==> src/sv/daily_schedule_slot_finder_unit_defines.svh <==
// Assertion macros shared by the schedule slot finder RTL.
`ifndef DAILY_SCHEDULE_SLOT_FINDER_UNIT_DEFINES_SVH
`define DAILY_SCHEDULE_SLOT_FINDER_UNIT_DEFINES_SVH

// Same-cycle implication, sampled on clk, off while arst_n is low.
`define DSSF_ASSERT_SAME(lbl, ante, cons) \
	lbl: assert property (@(posedge clk) disable iff (!arst_n) (ante) |-> (cons)) \
		else $error("dssf assertion failed");

// Next-cycle implication, sampled on clk, off while arst_n is low.
`define DSSF_ASSERT_NEXT(lbl, ante, cons) \
	lbl: assert property (@(posedge clk) disable iff (!arst_n) (ante) |=> (cons)) \
		else $error("dssf assertion failed");

`endif

==> src/sv/dssf_pkg.sv <==
// Types and constants of the daily schedule slot finder.
package dssf_pkg;

	localparam int MAX_EVENTS_DEF = 8;
	localparam int COUNT_W        = 4;
	localparam int TIME_W         = 11;
	localparam int MIN_PER_HOUR   = 60;
	localparam int LAST_HOUR      = 23;
	localparam int LAST_MINUTE    = 59;
	localparam int DAY_MINUTES    = LAST_HOUR * MIN_PER_HOUR + LAST_MINUTE + 1;

	typedef enum logic {
		OP_LOAD = 1'b0,
		OP_EVAL = 1'b1
	} op_t;

	typedef struct packed {
		op_t        op;
		logic [2:0] entry_index;
		logic [4:0] event_hour;
		logic [5:0] event_minute;
		logic       event_on;
		logic [4:0] now_hour;
		logic [5:0] now_minute;
	} req_t;

	typedef struct packed {
		logic [2:0]  current_index;
		logic [2:0]  next_index;
		logic        relay_on;
		logic [10:0] minutes_left;
		logic        table_empty;
	} rsp_t;

	typedef struct packed {
		logic [4:0] hour;
		logic [5:0] minute;
		logic       on;
	} entry_t;

	typedef enum logic [2:0] {
		ST_IDLE,
		ST_SCAN,
		ST_CUR,
		ST_TGT,
		ST_FIN
	} eng_state_t;

	typedef struct packed {
		logic ready;
		logic res_valid;
	} eng_stat_t;

endpackage

==> src/sv/dssf_engine.sv <==
// Event table and scan sequencer with one shared time/compare unit.
module dssf_engine import dssf_pkg::*; #(
	parameter int MAX_EVENTS = MAX_EVENTS_DEF
) (
	input  logic               clk,
	input  logic               arst_n,
	input  logic               start,
	input  req_t               req,
	input  logic [COUNT_W-1:0] count,
	input  logic               res_take,
	output eng_stat_t          stat,
	output rsp_t               res
);

	localparam int IW = (MAX_EVENTS > 1) ? $clog2(MAX_EVENTS) : 1;
	localparam int XW = ((IW > COUNT_W) ? IW : COUNT_W) + 1;
	localparam logic [XW-1:0] MAX_X = XW'(MAX_EVENTS);
	localparam logic [TIME_W-1:0] DAY_T = TIME_W'(DAY_MINUTES);

	entry_t mem [MAX_EVENTS];
	entry_t rd_q;
	logic [IW-1:0] rd_addr;
	logic          wr_en;
	logic [IW-1:0] wr_addr;
	entry_t        wr_entry;

	eng_state_t state_q, state_d;
	logic [IW-1:0]      j_q, j_d, cur_q, cur_d, last, nxt_c;
	logic [COUNT_W-1:0] n_q, n_d;
	logic [TIME_W-1:0]  now_q, now_d;
	rsp_t               res_q, res_d;
	logic [XW-1:0]      count_x, n_eff, cur_inc;

	// shared unit: minutes of day, compare against now, saturated difference
	logic [4:0]        op_hour;
	logic [5:0]        op_min;
	logic [TIME_W-1:0] op_time, op_a, op_diff, op_left;
	logic              op_gt;

	always_comb begin
		if (state_q == ST_IDLE) begin
			op_hour = req.now_hour;
			op_min  = req.now_minute;
		end else begin
			op_hour = rd_q.hour;
			op_min  = rd_q.minute;
		end
		op_time = TIME_W'(op_hour) * TIME_W'(MIN_PER_HOUR) + TIME_W'(op_min);
		op_a    = (state_q == ST_CUR) ? DAY_T : op_time;
		op_gt   = op_a > now_q;
		op_diff = op_a - now_q;
		if (!op_gt) begin
			op_left = '0;
		end else if (op_diff > DAY_T) begin
			op_left = DAY_T;
		end else begin
			op_left = op_diff;
		end
	end

	assign count_x = XW'(count);
	assign n_eff   = (count_x > MAX_X) ? MAX_X : count_x;
	assign last    = IW'(n_q - COUNT_W'(1));
	assign cur_inc = XW'(cur_q) + XW'(1);
	assign nxt_c   = (cur_inc >= XW'(n_q)) ? '0 : IW'(cur_inc);

	always_comb begin
		state_d  = state_q;
		j_d      = j_q;
		cur_d    = cur_q;
		n_d      = n_q;
		now_d    = now_q;
		res_d    = res_q;
		rd_addr  = j_q;
		wr_en    = 1'b0;
		wr_addr  = IW'(req.entry_index);
		wr_entry = '{hour: req.event_hour, minute: req.event_minute, on: req.event_on};
		case (state_q)
			ST_IDLE: begin
				if (start) begin
					if (req.op == OP_LOAD) begin
						wr_en = XW'(req.entry_index) < MAX_X;
					end else begin
						n_d     = COUNT_W'(n_eff);
						now_d   = op_time;
						j_d     = '0;
						rd_addr = '0;
						if (n_eff == '0) begin
							res_d   = '0;
							res_d.table_empty = 1'b1;
							state_d = ST_FIN;
						end else begin
							state_d = ST_SCAN;
						end
					end
				end
			end
			ST_SCAN: begin
				if (op_gt) begin
					cur_d   = (j_q == '0) ? last : j_q - IW'(1);
					rd_addr = cur_d;
					state_d = ST_CUR;
				end else if (j_q == last) begin
					cur_d   = last;
					rd_addr = last;
					state_d = ST_CUR;
				end else begin
					j_d     = j_q + IW'(1);
					rd_addr = j_d;
				end
			end
			ST_CUR: begin
				res_d.current_index = 3'(cur_q);
				res_d.next_index    = 3'(nxt_c);
				res_d.relay_on      = rd_q.on;
				res_d.minutes_left  = '0;
				res_d.table_empty   = 1'b0;
				if (!rd_q.on) begin
					state_d = ST_FIN;
				end else if (nxt_c == '0) begin
					res_d.minutes_left = op_left;
					state_d = ST_FIN;
				end else begin
					rd_addr = nxt_c;
					state_d = ST_TGT;
				end
			end
			ST_TGT: begin
				res_d.minutes_left = op_left;
				state_d = ST_FIN;
			end
			ST_FIN: begin
				if (res_take) begin
					state_d = ST_IDLE;
				end
			end
			default: begin
				state_d = ST_IDLE;
			end
		endcase
	end

	always_ff @(posedge clk or negedge arst_n) begin
		if (!arst_n) begin
			state_q <= ST_IDLE;
		end else begin
			state_q <= state_d;
		end
	end

	always_ff @(posedge clk) begin
		j_q   <= j_d;
		cur_q <= cur_d;
		n_q   <= n_d;
		now_q <= now_d;
		res_q <= res_d;
	end

	always_ff @(posedge clk) begin
		if (wr_en) begin
			mem[wr_addr] <= wr_entry;
		end
		rd_q <= mem[rd_addr];
	end

	assign stat.ready     = (state_q == ST_IDLE);
	assign stat.res_valid = (state_q == ST_FIN);
	assign res            = res_q;

endmodule

==> src/sv/daily_schedule_slot_finder_unit.sv <==
// Top level of the daily schedule slot finder: config register, engine, result register.
//
// Request channel (req_valid/req_ready, payload req): a transaction with op load writes
// one event {hour, minute, on} into slot entry_index; slots at or above MAX_EVENTS drop
// the write. A load gives no response. A transaction with op
// evaluate gives the current time and yields exactly one response transaction.
// Evaluate: the engine walks the table one entry per cycle through a single registered
// read port until it meets an entry later than the given time or the last entry in use;
// it then reads back the current entry and, when the relay is on and the next event is
// not index 0, the next entry for its time, and registers the result in the engine.
// An empty program skips the walk. req_ready is low while an evaluate is in work, so
// a new evaluate is taken only after the last result has left the engine; while idle,
// loads are taken every cycle.
// Response channel (rsp_valid/rsp_ready, payload rsp): an output register holds the
// result; while the receiver stalls, the block keeps taking loads until it takes one more
// evaluate, then holds that finished result in the engine until the register frees.
// Config: wr_en/wr_data write event_count; write only while idle.
// Reset (arst_n low): event_count clears to 0, no transaction is pending. The event
// table is not cleared; load every slot in use before evaluating.
`include "daily_schedule_slot_finder_unit_defines.svh"

module daily_schedule_slot_finder_unit import dssf_pkg::*; #(
	parameter int MAX_EVENTS = MAX_EVENTS_DEF
) (
	input  logic               clk,
	input  logic               arst_n,
	input  logic               req_valid,
	output logic               req_ready,
	input  req_t               req,
	output logic               rsp_valid,
	input  logic               rsp_ready,
	output rsp_t               rsp,
	input  logic               wr_en,
	input  logic [COUNT_W-1:0] wr_data
);

	logic [COUNT_W-1:0] count_q;
	logic               req_accept;
	logic               res_take;
	logic               rsp_valid_q;
	rsp_t               rsp_q;
	rsp_t               eng_res;
	eng_stat_t          eng_stat;

	// hold the event count; the user must write it only while idle, the block does not enforce it
	always_ff @(posedge clk or negedge arst_n) begin
		if (!arst_n) begin
			count_q <= '0;
		end else if (wr_en) begin
			count_q <= wr_data;
		end
	end

	assign req_ready  = eng_stat.ready;
	assign req_accept = req_valid && req_ready;

	dssf_engine #(
		.MAX_EVENTS(MAX_EVENTS)
	) u_engine (
		.clk      (clk),
		.arst_n   (arst_n),
		.start    (req_accept),
		.req      (req),
		.count    (count_q),
		.res_take (res_take),
		.stat     (eng_stat),
		.res      (eng_res)
	);

	// advance a finished result into the output register once it is free
	assign res_take = eng_stat.res_valid && (!rsp_valid_q || rsp_ready);

	always_ff @(posedge clk or negedge arst_n) begin
		if (!arst_n) begin
			rsp_valid_q <= 1'b0;
		end else if (res_take) begin
			rsp_valid_q <= 1'b1;
		end else if (rsp_ready) begin
			rsp_valid_q <= 1'b0;
		end
	end

	always_ff @(posedge clk) begin
		if (res_take) begin
			rsp_q <= eng_res;
		end
	end

	assign rsp_valid = rsp_valid_q;
	assign rsp       = rsp_q;

	// an evaluate keeps the request side closed for at least the next cycle
	`DSSF_ASSERT_NEXT(a_eval_busy, req_accept && (req.op == OP_EVAL), !req_ready)
	// an empty program answers with all other fields zero
	`DSSF_ASSERT_SAME(a_empty_zero, rsp_valid && rsp.table_empty,
		(rsp.current_index == 3'd0) && (rsp.next_index == 3'd0) && !rsp.relay_on
		&& (rsp.minutes_left == 11'd0))
	// minutes left is zero with the relay off and never beyond one day
	`DSSF_ASSERT_SAME(a_left_range, rsp_valid,
		(rsp.relay_on || (rsp.minutes_left == 11'd0))
		&& (rsp.minutes_left <= 11'(DAY_MINUTES)))
	// the next event follows the current one or wraps to index 0
	`DSSF_ASSERT_SAME(a_next_follows, rsp_valid && !rsp.table_empty,
		(rsp.next_index == 3'd0) || (rsp.next_index == rsp.current_index + 3'd1))

endmodule

==> config.mk <==
export PLATFORM = sky130hd
export DESIGN_NAME = daily_schedule_slot_finder_unit
export DESIGN_NICKNAME = d
export VERILOG_FILES = /design/src/sv/dssf_pkg.sv /design/src/sv/dssf_engine.sv /design/src/sv/daily_schedule_slot_finder_unit.sv
export VERILOG_INCLUDE_DIRS = /design/src /design/src/sv
export SDC_FILE = /design/constraint.sdc
export NUM_CORES = 1
export LEC_CHECK = 0
export BUFFER_PORTS_ARGS = -buffer_cell sky130_fd_sc_hd__buf_2
export CAP_MARGIN = 40
export CORE_AREA = 4 4 145 147
export CTS_CLUSTER_DIAMETER = 80
export DETAILED_ROUTE_END_ITERATION = 10
export DIE_AREA = 0 0 149 151
export GPL_TIMING_DRIVEN = 0
export HOLD_SLACK_MARGIN = 0.1
export PLACE_DENSITY = 0.72
export SLEW_MARGIN = 10
export SYNTH_ARGS = -nofsm -noshare
export SYNTH_HDL_FRONTEND = slang
export SYNTH_HIERARCHICAL = 1
export SYNTH_SLANG_ARGS = --single-unit
==> constraint.sdc <==
create_clock -name clk -period 22.7 [get_ports clk]
set_clock_uncertainty 0.2 [all_clocks]
set_input_delay 2.27 -clock clk [delete_from_list [all_inputs] [get_ports clk]]
set_output_delay 2.27 -clock clk [all_outputs]
set_load 0.01 [all_outputs]
After elaboration in Yosys (flattened, before gate mapping)
Memory sizes are Yosys's and may differ from the RTL's. A register that Yosys moved wholly into a read port is not among the register bits.
Cells that the tools add are included.
- memories kept: 1
- bits in registers: 67
- output and inout port bits: 21
- RAM bits: 96
- magnitude comparators: 4
- mux-type cells: 44
- reductions and logical operators: 19
- $add $sub $neg: 6
- equal/unequal tests: 12
- multipliers: 1
- memory list (memory ; depth ; width ; rd ports ; clocked after memory_dff ; wr ports ; RTL line ; text):
    u_engine.mem ; 8 ; 12 ; 1 ; 1 ; 1 ; dssf_engine.sv:20 ; entry_t mem [MAX_EVENTS];
- operators by type and width (cell ; count):
    two-way mux 3 bit ; 20
    two-way mux 19 bit ; 3
    two-way mux 11 bit ; 5
    case mux 11 bit (3 select lines) ; 1
    case mux 3 bit (5 select lines) ; 1
    case mux 7 bit (2 select lines) ; 1
    AND reduction 4 bit ; 3
    adder 11 x 6 -> 11 bit ; 1
    greater-than comparator 11 bit ; 1
    greater-than comparator 11 bit (second input constant) ; 1
    subtractor 11 bit ; 1
    zero test 3 bit ; 3
    multiplier 5 x 4 -> 9 bit (second input constant) ; 1
    case mux 3 bit (3 select lines) ; 1
    nonzero test 2 bit ; 4
    two-way mux 1 bit ; 7
    == test 3 x 2 -> 1 bit (second input constant) ; 2
    two-way mux 6 bit ; 1
    != test 2 x 1 -> 1 bit (second input constant) ; 3
    != test 2 bit (second input constant) ; 3
    case mux 3 bit (2 select lines) ; 1
    AND reduction 3 bit ; 2
    subtractor 3 x 1 -> 3 bit (second input constant) ; 2
    zero test 5 bit ; 1
    16 further kinds ; 17

Longest topological paths before layout
- word-level depth: 12
- depth in mapped cells: 28
- depth with buffers taken out: 23

Cells and area by module
The synthesis kept the hierarchy.
- modules (own cells, without submodules) (module ; instances ; area an instance (um^2) ; seq. area each (um^2) ; cells each):
    dssf_engine ; 1 ; 8002.7 ; 4399.2 ; 649
    daily_schedule_slot_finder_unit ; 1 ; 765.7 ; 695.7 ; 32

Worst setup path before layout
Ideal clock, no wire load.
- kind: input to register
- start point: input port req[9] in the netlist's numbering
- end point: register u_engine/rd_q[1] (netlist name)
- required time: 22412 ps
- path slack: 14709 ps
- stages: 24
- arrival: 7703 ps
- setup time: 88 ps
- path through: mux2i_1 -> inv_1 -> fa_1 -> fa_1 -> ha_1 -> a21oi_1 -> o21bai_1 -> a21oi_1 -> xnor2_1 -> nand3_1 -> xnor2_1 -> nand2b_1 -> ha_1 -> buf_2 -> nand4_1 -> or3_1 -> and2_4 -> and3_1 -> buf_6 -> a211oi_1 -> o31a_1 -> buf_6 -> mux2_4 -> a311oi_2
- word-level cells in the longest chain between the ends: 7
- ends and longest elaborated chain (item ; RTL line ; text):
    from (decl) ; daily_schedule_slot_finder_unit.sv:29 ; input req_t req,
    two-way mux 5 bit ; dssf_engine.sv:41 ; if (state_q == ST_IDLE) begin
    multiplier 5 x 4 -> 9 bit ; dssf_engine.sv:48 ; op_time = TIME_W'(op_hour) * TIME_W'(MIN_PER_HOUR) + TIME_W'(op_min);
    adder 11 x 6 -> 11 bit ; dssf_engine.sv:48 ;
    via u_engine.op_time[10] ; dssf_engine.sv:37 ; logic [TIME_W-1:0] op_time, op_a, op_diff, op_left;
    two-way mux 11 bit ; dssf_engine.sv:49 ; op_a = (state_q == ST_CUR) ? DAY_T : op_time;
    greater-than comparator 11 bit ; dssf_engine.sv:50 ; op_gt = op_a > now_q;
    two-way mux 3 bit ; dssf_engine.sv:99 ; if (op_gt) begin
    case mux 3 bit (3 select lines) ; dssf_engine.sv:78 ; case (state_q)
The timed path passes the listed nets, and every way through them passes these cells.
A chain may end at the register's enable or synchronous reset.

Worst setup path in the final report
- start point: register u_engine.state_q[1]
- end point: register u_engine/rd_q[1] (netlist name)
- word-level cells in the longest chain between the ends: 8
- ends and longest elaborated chain (item ; RTL line ; text):
    from (decl) ; dssf_engine.sv:27 ; eng_state_t state_q, state_d;
    from (signal assigned) ; dssf_engine.sv:147 ; state_q <= state_d;
    zero test 3 bit (*) ; dssf_engine.sv:41 ;
    two-way mux 5 bit ; dssf_engine.sv:41 ;
    multiplier 5 x 4 -> 9 bit ; dssf_engine.sv:48 ;
    adder 11 x 6 -> 11 bit (*) ; dssf_engine.sv:48 ;
    via u_engine.op_time[10] ; dssf_engine.sv:37 ;
    two-way mux 11 bit (*) ; dssf_engine.sv:49 ;
    greater-than comparator 11 bit (*) ; dssf_engine.sv:50 ;
    two-way mux 3 bit (*) ; dssf_engine.sv:99 ;
    case mux 3 bit (3 select lines) (*) ; dssf_engine.sv:78 ;
The timed path passes the listed nets; every way through them passes the cells marked *.

==> out/metrics.yaml <==
hold_viol_final: 0
grt_pass1_wl_um: 28100
viasPerCell: 5.27
path_clk_slew_ps: 70
cts_buffer_depth: 2
outcome: "completed"
fmax_mhz: 115
grt_max_degree: 22
path_class: "reg -> reg"
ctsHtreeMaxLevel: 4
synth_cells: 681
cts_sinks: 175
n_antenna_cell: 0
finalHoldWorstSlack_ps: 218
die_w_um: 149
postRouteAntennaNets: 0
setup_tns_ps: 0
critPathMaxStageDelay_ps: 700
finalCritPeriodShare_pct: 38.2
ios: 57
port-buffer-count: 56
fin_crit_ps: 8670
root_buffer: "clkbuf_16"
design_area_um2: 10100
yosysWarningCount: 6
worstMarginPinSlew_ps: 816
avgSynthCellArea_um2: 12.9
first_global_vias: 5391
gp_congestion: 0.866
post_cts_resized: 0
ys_ff_latch: 175
maxSlewViolCount: 0
syn_nets: 763
cts_buffers: 17
track_usage_pct: 16.3
finalNetCount: 848
seq_area_um2: 5090
setup_viol: 0
areaGrowthSynthToFinish_pct: 14.7
postCtsSetupRepairBufs: 0
clk_latency_ps: 430
synth_area_leaders: "edfxtp_1 (53%), ha_1 (5.3%), mux2_2 (3.0%)"
cp.required_ps: 22830
vias: 5527
core_region_area_um2: 19900
drc_errors: 0
synth_flop_cell: "edfxtp_1"
dr.first_iter.drc_count: 379
hpwl_um: 12800
yosys.area.top_type_share_pct: 53.1
chipHeight_um: 151
cts_hold_buf: 0
multi_input_area_um2: 3330
start_util_pct: 44.0
yosys.area.top_type: "edfxtp_1"
wl_per_cell_um: 17.1
arrival_ps: 8800
dieArea_um2: 22500
final_util_pct: 50.5
critPathLaunchType: "register"
crit_slowest_cell: "nor3_2"
antenna_found_initial: 0
place_area_um2: 9490
endpoint_kind: "register"
path_buf_inv: 6
maxSlewHeadroom_pct: 45.6
rows: 52
cts_tree: "done"
crit_family: "simple AND/OR/NAND/NOR gates"
grt.overflow.total: 0
critPathMostFrequentCell: "clkbuf_1"
worstPathMaxFanout: 11
nFillCells: 1738
final_layout_size_suffix_gt1_share_pct: 23.6
syn-cell-area_um2: 8770
synth_enable_flop_cells: 155
maxCapViolations: 0
async_flop_share_pct: 4.57
hp-class: "reg -> reg"
seq_area_frac_synth_pct: 58.1
yosysUniqueCellTypes: 67
totalWireLength_um: 17900
rsz0062_at_grt: "false"
dr.pass1.iters: 5
[area by class of cell]
cell class	instances	share of cell area (%)
clock buffer	17	4.23
multi-input combinational	419	33.1
buffer	27	1.31
sequential	175	50.7
timing repair buffer	66	3.63
tap	270	3.36
inverter	60	2.24
clock inverter	15	1.43
[routing by layer]
metal,track usage (%),routed length [um],up-vias
met2,28.7,9170,160
met3,3.92,963,25
met4,5.72,321,0
li1,-,-,2694
met5,0,0,-
met1,19.5,7480,2648
[cells in the mapped netlist (11+ instances only)]
library cell	instances
inv_1	60
xnor2_1	17
clkbuf_1	15
dfxtp_1	12
ha_1	37
nor2_1	25
nor3_1	21
edfxtp_1	155
mux2_2	23
nand2_1	68
o221a_2	22
o21ai_0	11
a21oi_1	22
and2_1	11
[path summary, 6_finish.rpt]
path	startpoint	end	slack, ps	cells after the start
max in group asynchronous	arst_n	u_engine/state_q[2]	20610	1
setup reg to reg	u_engine/state_q[1]	u_engine/rd_q[1]	14030	27
min in group asynchronous	arst_n	count_q[0]	1490	1
hold / removal	u_engine/res[17]	rsp[17]	220	0
hold reg to reg	u_engine/res[17]	rsp[17]	220	0
setup / recovery	u_engine/state_q[1]	u_engine/rd_q[1]	14030	27
[cell usage in the layout (no fill, tap or decap), types with 7 or more instances in the layout]
| cell | count |
|---|---|
| nand2b_1 | 9 |
| inv_6 | 7 |
| edfxtp_1 | 155 |
| mux2i_1 | 8 |
| nand2_1 | 68 |
| ha_1 | 37 |
| and2_1 | 11 |
| buf_2 | 64 |
| mux2_2 | 23 |
| nor3_1 | 18 |
| nor2b_1 | 9 |
| dfrtp_1 | 8 |
| a21oi_1 | 22 |
| o21ai_0 | 11 |
| inv_1 | 60 |
| clkbuf_16 | 17 |
| and3_1 | 9 |
| mux2_4 | 9 |
| clkbuf_1 | 15 |
| fa_1 | 9 |
| nor2_1 | 25 |
| xnor2_1 | 17 |
| nand3_1 | 7 |
| nor4_1 | 7 |
| a311oi_2 | 9 |
| dfxtp_1 | 12 |
| xor2_1 | 8 |
| o221a_2 | 22 |
[worst register-to-register path, stage by stage, from the launching register on]
cell	delay [ps]
dfrtp_1	380
clkbuf_1	220
nor3_2	700
clkbuf_1	610
mux2i_1	510
inv_1	210
fa_1	600
fa_1	420
ha_1	350
a21oi_1	220
o21bai_1	90
a21oi_1	180
xnor2_1	180
nand3_1	130
xnor2_1	160
nand2b_1	150
ha_1	270
buf_2	170
nand4_1	200
or3_1	420
and2_4	190
and3_1	170
buf_6	130
o211a_1	230
o31ai_1	480
clkbuf_1	550
nor3_1	170
a311oi_2	290
[per-stage QoR]
step | std cells | setup slack [ps]
after floorplan | 681 | 14710
after global placement | 1007 | 13740
after detailed placement | 1017 | 13790
after CTS | 1049 | 14040
after global routing | 1049 | 13440
final | 1049 | 14030
[logic make-up after synthesis]
kind of cell             synth area share, %
XOR/XNOR                                2.77
multiplexers                            5.54
buffers and inverters                   4.07
adder cells (fa/ha/maj)                 7.33
flip-flops                              58.1
AND/OR/NAND/NOR                         10.6
AO/OA/AOI/OAI                           11.6
[state kept, by name (all words and copies together), names as in the netlist, 4 cells and up]
name	flops
u_engine/mem	96
count_q	4
u_engine/res	19
u_engine/rd_q	12
rsp	19
u_engine/n_q	4
u_engine/now_q	11
Power is not shown: default switching activity piles up to over one toggle a cycle in this logic, so the estimate is an artifact.
